$ cat src/sv/spl_pkg.sv
// Package for the spool priority list: sizes, codes and payload structs.
// Used by spl_cell and spool_priority_list_unit; depends on nothing else.
`timescale 1ns / 1ps

package spl_pkg;

  // Sizes of the list and of the stored tag.
  localparam int LIST_DEPTH = 32;
  localparam int TAG_BITS   = 16;
  localparam int CNT_W      = $clog2(LIST_DEPTH + 1);

  // Sequence characters further apart than this compare in inverted order.
  localparam int WRAP_SPAN = 10;

  // Reset value of the grade limit register.
  localparam logic [7:0] MAX_GRADE_RESET = 8'd127;

  // Operation codes.
  localparam logic [1:0] OP_CLEAR  = 2'd0;
  localparam logic [1:0] OP_INSERT = 2'd1;
  localparam logic [1:0] OP_POP    = 2'd2;
  localparam logic [1:0] OP_PROBE  = 2'd3;

  // Status codes.
  localparam logic [1:0] ST_OK       = 2'd0;
  localparam logic [1:0] ST_EMPTY    = 2'd1;
  localparam logic [1:0] ST_FULL     = 2'd2;
  localparam logic [1:0] ST_REJECTED = 2'd3;

  // One stored list entry.
  typedef struct packed {
    logic [7:0]          grade;
    logic [7:0]          seq_first;
    logic [23:0]         seq_rest;
    logic [TAG_BITS-1:0] tag;
  } spl_entry_t;

  // Request payload.
  typedef struct packed {
    logic [1:0]  opcode;
    logic [7:0]  grade;
    logic [7:0]  seq_first;
    logic [23:0] seq_rest;
    logic [15:0] tag;
  } spl_req_t;

  // Response payload.
  typedef struct packed {
    logic [1:0]  status;
    logic [7:0]  out_grade;
    logic [7:0]  out_seq_first;
    logic [23:0] out_seq_rest;
    logic [15:0] out_tag;
    logic [5:0]  entry_count;
  } spl_rsp_t;

  // Shift commands broadcast to every cell.
  typedef struct packed {
    logic ins;
    logic pop;
  } spl_ctrl_t;

endpackage

$ cat src/sv/spl_cell.sv
// One cell of the sorted list: holds an entry, ranks it against a new key
// and shifts toward either neighbor. Depends on spl_pkg.
`timescale 1ns / 1ps

module spl_cell (
  input  logic               clk,
  input  spl_pkg::spl_ctrl_t ctrl,
  input  spl_pkg::spl_entry_t new_entry,
  input  spl_pkg::spl_entry_t below_entry,
  input  spl_pkg::spl_entry_t above_entry,
  input  logic               occupied,
  input  logic               blocked_above,
  input  logic               blocked_below,
  output logic               blocked,
  output spl_pkg::spl_entry_t entry
);

  logic              outranks;
  logic signed [8:0] seq_diff;

  // True when the new entry is strictly more urgent than the held one.
  always_comb begin
    seq_diff = $signed({1'b0, entry.seq_first}) - $signed({1'b0, new_entry.seq_first});
    if (new_entry.grade != entry.grade) begin
      outranks = new_entry.grade < entry.grade;
    end else if (seq_diff != 9'sd0) begin
      if (seq_diff < -9'(spl_pkg::WRAP_SPAN) || seq_diff > 9'(spl_pkg::WRAP_SPAN)) begin
        outranks = seq_diff < 9'sd0;
      end else begin
        outranks = seq_diff > 9'sd0;
      end
    end else begin
      outranks = new_entry.seq_rest < entry.seq_rest;
    end
  end

  // A held entry the new one does not outrank stops the shift here and below.
  assign blocked = blocked_above | (occupied & ~outranks);

  // Insert shifts up from the insertion point; pop shifts everything down.
  always_ff @(posedge clk) begin
    if (ctrl.ins && !blocked) begin
      entry <= blocked_below ? new_entry : below_entry;
    end else if (ctrl.pop) begin
      entry <= above_entry;
    end
  end

endmodule

$ cat config.mk
export PLATFORM = sky130hd
export DESIGN_NAME = spl_cell
export DESIGN_NICKNAME = d
export VERILOG_FILES = /design/src/sv/spl_pkg.sv /design/src/sv/spl_cell.sv
export SDC_FILE = /design/constraint.sdc
export NUM_CORES = 1
export LEC_CHECK = 0
export BUFFER_PORTS_ARGS = -buffer_cell sky130_fd_sc_hd__clkbuf_2
export CAP_MARGIN = 20
export CORE_UTILIZATION = 46
export CTS_CLUSTER_DIAMETER = 200
export DETAILED_ROUTE_END_ITERATION = 8
export GPL_ROUTABILITY_DRIVEN = 0
export PLACE_DENSITY = 0.82
export SYNTH_ARGS = -nofsm -noshare
export SYNTH_HDL_FRONTEND = slang
export SYNTH_SLANG_ARGS = --single-unit
export TNS_END_PERCENT = 1
$ cat constraint.sdc
create_clock -name clk -period 5.1 [get_ports clk]
set_clock_uncertainty 0.15 [all_clocks]
set_input_delay 0.51 -clock clk [delete_from_list [all_inputs] [get_ports clk]]
set_output_delay 0.51 -clock clk [all_outputs]
set_load 0.02 [all_outputs]
==> impl_results.md, run 1 <==
* # hold bufs at CTS at 0
* First-pass GRT wire length at around 17,000 um
* Area fraction of the dominant cell type after synthesis at between 30% and 40%
* Most common cell in the netlist: mux2_2
* Post-synth EDFFs at 56
* Crit-path max FO at 56
* Syn Inst Count at 357
* Die area at slightly above 0.01 mm2
* Startpoint types: flip-flop
* Per-cell routed wire length at around 15 um
* Fin. Hold Viols at 0
* Synthesis-stage register bit count at between 50 and 60
* Slew headroom at between 50 and 60%
* Worst-path clk slew at 0.11 ns
* Ys async rst share at 0%
* Ordered list of cells on the worst path: inv_1 -> ha_1 -> inv_1 -> fa_1 -> a21oi_1 -> o21ai_1 -> o311a_1 -> or4_4 -> o221ai_1 -> a211oi_1 -> a21oi_4 -> buf_4 -> or2_2 -> buf_12
* Setup tns final at 0 ns
* Static leakage at about 2.9 nW
* Area growth syn-to-layout at 29.6%
* MaxCap Viol Count at 0
* Port bufs at 230
* Syn. warnings at 0
* Setup-failing EPs final at 0
* Fmax at approximately 250 MHz
* PostCTS Resize Cnt at 0
* Sequential share of power at around 45%
* Synthesized area at ~0.0044 mm2
* Avg Synthesized Cell Area at 12.5 um2
* CP dominant cell by count: inv_1
* Distinct cells, synth at between 40 and 50
* Data required, critical path at roughly 4.9 ns
* # clock sinks at 56
* Std-Cell Rows at 35
* Leading area contributor after synthesis: edfxtp_1
* NetSw at about 0.00042 W
* Max reg flops at 56
* Worst Tran Pin Value at ~0.74 ns
* Slowest cell delay on critical path at 0.44 ns
* Layout cell share with drive strength beyond 1 at roughly three fifths
* Sequential area share after synthesis at a little under two fifths
* Overall routed net length at between 10,000 and 15,000 um
* Tcrit/Tclk final at about four fifths
* Pre-CTS setup slack at 0.923 ns
* PwrDens at around 230 mW/mm2
* CP endpoint kind: flip-flop
* Die Span Y at approximately 100 um
* Gr usage total at approximately a fifth
* DRC Markers at 0
* Top FF cell, synth: edfxtp_1
* Vias in the first global route at between 3,000 and 4,000
* Hold Crit Class: input port to flip-flop
* Worst-Skew Late Latency at around 0.31 ns
* Critical Path Slowest Stage Cell: or4_4
* Total global routing overflow at 0
* Initial antenna violation count at 0
* Largest net degree at the start of global routing at 57
* Drt first-iter violations at 120
* Logic gate share of total power at 36.5%
* Int Power at approximately 0.0009 W
* RSZ-0062 raised after global routing: false
* CTS Buf Count at 5
* TritonCTS clock tree: yes
* Drt first pass iters at 4
* Largest Register: entry
* IO Pins at between 200 and 250
* Core box area at just over 0.009 mm2
* Maximum level of the CTS H-tree at 2
* CTS Root Cell: clkbuf_8
* Max-slew violations at 0
* Arrival time worst endpoint at around 3.9 ns
* Crit path buffers/inverters at 4
* Minimum clock period at roughly 4.1 ns
* Util after Layout at about 62%
* DRT antenna net count at 0
* Biggest regs: entry: 56 flops
* WS Path Type: flip-flop to flip-flop
* Syn Nets at approximately 570
* Commonest cells post-synth: mux2_2 (83), edfxtp_1 (56), inv_1 (44)
* Final setup margin at about 1.0 ns
* Die W at between 100 and 150 um
* Worst VDD drop at between 0.1 and 0.15 mV
* Number of inserted diodes at 0
* Fraction of power spent switching nets at 31.9%
* Vias per inst at between 5 and 6
* Clock buffer depth at 2
* Nets at approximately 800
* Top Family by Delay on Critical Path: compound AO/OA/AOI/OAI gates
* Outcome: complete, no violations
* Vias at 3,652
* Starting Density at 47.9%
* Postcts setup bufs at 0
* Clock share of power at a little under a fifth
* HPWL after DPL at approximately 8700 um
* Top post-synthesis cells by area: edfxtp_1 (38%), mux2_2 (21%), ha_1 (11%), mux2_4 (9.8%), inv_1 (3.7%)
==> final cells by class <==
cell class	count	area, um2
Sequential cell	56	1680
Tap cell	129	161
Multi-Input combinational cell	244	2480
Clock buffer	6	72.6
Timing Repair Buffer	235	1200
Clock inverter	1	5.00
Fill cell	802	3520
Inverter	44	165
==> kinds of logic after synthesis <==
logic type               after synthesis  synth area share (%)
AO/OA/AOI/OAI                         49                  7.54
XOR/XNOR                               6                  1.35
adder cells (fa/ha/maj)               41                  11.7
buffers and inverters                 57                  6.50
flip-flops                            56                  37.8
multiplexers                         112                  30.8
AND/OR/NAND/NOR                       36                  4.33
==> cell usage in the layout, fill, tap and decap left out, types with 3 or more instances in the layout <==
cell type and instances:
a21o_1 6, a21oi_1 17, buf_4 4, clkbuf_2 230, clkbuf_8 5, edfxtp_1 56
ha_1 40, inv_1 44, mux2_2 83, mux2_4 29, nand2_1 7, nand2b_1 3
nand3_1 7, nand4_1 7, nor2_1 4, o21ai_0 5, o221ai_1 4, xor2_1 4
==> metal layers <==
| layer | share of wire, % | vias to the layer above | track usage (%) |
|---|---|---|---|
| met5 | 0 | - | 0 |
| met4 | 2.3 | 0 | 7.02 |
| met3 | 6.9 | 21 | 4.32 |
| met2 | 52 | 169 | 39.9 |
| met1 | 39 | 1679 | 23.9 |
| li1 | - | 1783 | - |
==> per-stage QoR <==
step	hold WS (ns)	power (W)	cell area, um2	cells
after CTS	0.336	0.00131	5770	715
after global routing	0.331	0.00137	5770	715
after detailed placement	0.665	0.00107	5690	708
final	0.342	0.00130	5770	715
after global placement	0.661	0.00105	5690	708
after floorplan	0.578	0.000909	4450	357
==> worst register-to-register path, cell delays in order (launching register included) <==
cell and delay (ns):
edfxtp_1 0.40, inv_1 0.09, ha_1 0.15, inv_1 0.05, fa_1 0.41, a21oi_1 0.15
o21ai_1 0.11, o311a_1 0.32, or4_4 0.44, o221ai_1 0.21, a211oi_1 0.13, a21oi_4 0.17
buf_4 0.40, or2_2 0.24, buf_12 0.29
==> power by group through the flow <==
| stage | logic (W) | registers, W | clock network (W) |
|---|---|---|---|
| 2_1_floorplan | 0.000262 | 0.000648 | 0 |
| 6_report | 0.000476 | 0.000584 | 0.000244 |
| 3_5_place_dp | 0.000474 | 0.000595 | 0 |
| 3_3_place_gp | 0.000457 | 0.000593 | 0 |
| 4_1_cts | 0.000478 | 0.000584 | 0.000249 |
| 5_1_grt | 0.000520 | 0.000589 | 0.000263 |
==> path summary, 6_finish.rpt <==
kind / end / depth (start not counted) / start / slack, ns
setup / recovery: entry[32] / 14 / entry[40] / 1.04
hold / removal: entry[10] / 2 / above_entry[10] / 0.34
setup reg to reg: entry[32] / 14 / entry[40] / 1.04
hold reg to reg: entry[43] / 6 / entry[47] / 1.25
No activity file was read; power rests on OpenSTA's default activity.
==> run 2: changes to the inputs <==
--- a/config.mk
+++ b/config.mk
@@ -5,13 +5,14 @@
 export SDC_FILE = /design/constraint.sdc
 export NUM_CORES = 1
 export LEC_CHECK = 0
+export ABC_AREA = 1
 export BUFFER_PORTS_ARGS = -buffer_cell sky130_fd_sc_hd__clkbuf_2
 export CAP_MARGIN = 20
-export CORE_UTILIZATION = 46
+export CORE_UTILIZATION = 47
 export CTS_CLUSTER_DIAMETER = 200
 export DETAILED_ROUTE_END_ITERATION = 8
 export GPL_ROUTABILITY_DRIVEN = 0
-export PLACE_DENSITY = 0.82
+export PLACE_DENSITY = 0.83
 export SYNTH_ARGS = -nofsm -noshare
 export SYNTH_HDL_FRONTEND = slang
 export SYNTH_SLANG_ARGS = --single-unit
==> constraint.sdc (replaced) <==
create_clock -name clk -period 3.96 [get_ports clk]
set_clock_uncertainty 0.15 [all_clocks]
set_input_delay 0.396 -clock clk [delete_from_list [all_inputs] [get_ports clk]]
set_output_delay 0.396 -clock clk [all_outputs]
set_load 0.02 [all_outputs]
==> impl_results.md, run 2 <==
* Top post-synthesis cells by area: edfxtp_1 (36%), nand2_1 (15%), mux2_2 (11%), ha_1 (11%), nand4_1 (8.3%)
* Crit-path max FO at 57 (+1.8%)
* IO Pins at 231 (unchanged)
* Largest net degree at the start of global routing at 58 (+1.8%)
* Hold Crit Class: input port to flip-flop
* Ys async rst share at 0% (unchanged)
* Fillcell total at 835 (+4.1%)
* # clock sinks at 56 (unchanged)
* Vias per inst at 5.32 (+4.1%)
* Sequential area share after synthesis at 36.2% (-1.6 points)
* Final setup margin at 0.334 ns (-0.707 ns)
* Xor/xnor share of the synthesized area at 0% (-1.3 points)
* Die area at 0.0103 mm2 (+2.2%)
* Most common cell in the netlist: nand2_1
* Area fraction of the dominant cell type after synthesis at 36.2% (-1.6 points)
* Area growth syn-to-layout at 28.1%
* Data required, critical path at 3.41 ns (-1.52 ns)
* Tcrit/Tclk final at between 90% and 100%
* First-pass GRT wire length at 20,800 um (+24%)
* Drt first-iter violations at 153 (+28%)
* CTS Buf Count at 5 (unchanged)
* Synthesis-stage register bit count at 56 (unchanged)
* Core box area at 0.00942 mm2 (+1.4%)
* TritonCTS clock tree: yes
* Starting Density at 49.4% (+1.4 points)
* Main combinational cell family by area after synthesis: simple AND/OR/NAND/NOR gates
* Post-synth EDFFs at 56 (unchanged)
* CP dominant cell by count: nand2_1
* Arrival time worst endpoint at 3.08 ns (-0.81 ns)
* Final Cell Area at 0.00595 mm2 (+3.3%)
* Static leakage at 3.29 nW (+15%)
* Drt first pass iters at 5 (+1)
* Number of inserted diodes at 0 (unchanged)
* Initial antenna violation count at 0 (unchanged)
* # hold bufs at CTS at 0 (unchanged)
* Minimum clock period at 3.63 ns
* Biggest regs: entry: 56 flops
* Synth Area in Simple Gates at 27.2% (+23 points)
* Slew headroom at 52.5% (+1.8 points)
* WS Path Type: flip-flop to primary output
* Clock buffer depth at 2 (unchanged)
* Worst VDD drop at 0.156 mV (+17%)
* Maximum level of the CTS H-tree at 2 (unchanged)
* Per-cell routed wire length at 14.6 um (-4.0%)
* Setup slack, reg-to-reg at 0.53 ns (-0.51 ns)
* Die Span Y at 101 um (+1.1%)
* Vias in the first global route at 4,701 (+27%)
* Startpoint types: flip-flop
* Worst-path clk slew at 0.10 ns (about the same)
* Setup tns final at 0 ns (unchanged)
* Total global routing overflow at 0 (unchanged)
* Vias at 4,891 (+34%)
* Die W at 101 um (+1.1%)
* Multi-input gate area at 0.00253 mm2 (+2.0%)
* Adder-cell share of the synthesized area at 11.2% (-0.50 points)
* Critical Path Slowest Stage Cell: fa_1
* Leading area contributor after synthesis: edfxtp_1
* Max-slew violations at 0 (unchanged)
* Largest Register: entry
* Mux cell area share after synthesis at 11.4% (-19 points)
* Worst-Skew Late Latency at 0.31 ns (about the same)
* Commonest cells post-synth: nand2_1 (183), inv_1 (75), nand4_1 (62)
* MaxCap Viol Count at 0 (unchanged)
* PwrDens at 295 mW/mm2 (+31%)
* DRT antenna net count at 0 (unchanged)
* Reg area at 0.00168 mm2 (unchanged)
* Commonest non-fill, non-tap cell in the layout: clkbuf_2
* HPWL after DPL at 10,300 um (+19%)
* Syn Inst Count at 576 (+61%)
* Avg Synthesized Cell Area at 8.07 um2 (-35%)
* Fin. Hold Viols at 0 (unchanged)
* Port bufs at 230 (unchanged)
* Layout cell share with drive strength beyond 1 at 37.5% (-24 points)
* Distinct cells, synth at 23 (-45%)
* Setup-failing EPs final at 0 (unchanged)
* Pre-CTS setup slack at 0.504 ns (-0.419 ns)
* Slowest cell delay on critical path at 0.42 ns (-0.02 ns)
* Nets at 1,005 (+25%)
* Placed inst area at 0.00586 mm2 (+3.1%)
* CTS Root Cell: clkbuf_8
* Overall routed net length at 13,400 um (+23%)
* Outcome: complete, no violations
* Syn. warnings at 0 (unchanged)
* Worst Tran Pin Value at 0.713 ns (-0.0277 ns)
* Ordered list of cells on the worst path: inv_1 -> ha_1 -> inv_1 -> fa_1 -> nand2_1 -> nand2_1 -> nand2_1 -> nand2_1 -> nor2_1 -> nand3_1 -> nor2_1 -> nand3_1 -> nand2_1 -> nand2_1 -> nand2_2 -> buf_6 -> nand2_1 -> clkbuf_2
* Synthesized area at 0.00465 mm2 (+4.4%)
* RSZ-0062 raised after global routing: false
* CP endpoint kind: primary output
* Top FF cell, synth: edfxtp_1
* Syn Nets at 791 (+38%)
* Fmax at 276 MHz
* Compound-cell area share of the yosys netlist at 4.58% (-3.0 points)
* Max reg flops at 56 (unchanged)
* Most frequent cells in the layout: clkbuf_2 (230), nand2_1 (182), inv_1 (74)
* Std-Cell Rows at 35 (unchanged)
* Gr usage total at 25.7% (+4.4 points)
* DRC Markers at 0 (unchanged)
run 2: area by class of cell:
type,count,share of cell area (%)
Clock buffer,5,1.16
Tap cell,129,2.71
Timing Repair Buffer,238,20.4
Sequential cell,56,28.2
Inverter,75,4.73
Multi-Input combinational cell,414,42.5
Clock inverter,3,0.294
run 2: cells by family (layout without fill, tap and decap cells):
group | count (synthesis) | count (layout)
flops | 56 | 56
fa+ha+maj | 41 | 41
compound gates | 39 | 39
buf+inv | 106 | 321
mux | 47 | 47
simple gates | 287 | 287
run 2: path summary, 6_finish.rpt:
check | start | endpoint | depth (start not counted)
setup / recovery | entry[40] | blocked | 18
hold / removal | above_entry[12] | entry[12] | 3
setup reg to reg | entry[40] | entry[15] | 18
hold reg to reg | entry[48] | entry[42] | 8
run 2: critical path, delay by kind of cell, from the launching register on:
kind,cells,cell delay (ns)
DFF,1,0.41
adders and majority gates,2,0.58
and+or+nand+nor,12,1.05
buffers and inverters,4,0.72
run 2: per-layer routing:
metal,up-vias,GRT usage [%],wire length (um)
met4,0,10.6,374
met1,2232,28.8,5180
met3,36,4.49,932
li1,2390,-,-
met2,233,48.0,6960
met5,-,0,0
run 2: where the power goes:
group | switching [W] | total [W] | internal, W
combinational | 0.000413 | 0.000681 | 0.000268
clock | 0.000191 | 0.000316 | 0.000124
sequential | 0.0000308 | 0.000762 | 0.000731
run 2: timing repair:
item / CTS / global route
gates resized for setup: 0 / 1
setup endpoints to repair: 0 / 1
buffers inserted: 0 / 0
run 2: stage by stage:
stage	hold slack (ns)	cells	utilization [%]	power, W
after CTS	0.175	920	63.2	0.00177
final	0.188	920	63.2	0.00176
after detailed placement	0.512	912	62.3	0.00145
after floorplan	0.425	576	-	0.00121
after global placement	0.514	912	62.3	0.00143
after global routing	0.191	920	63.2	0.00187
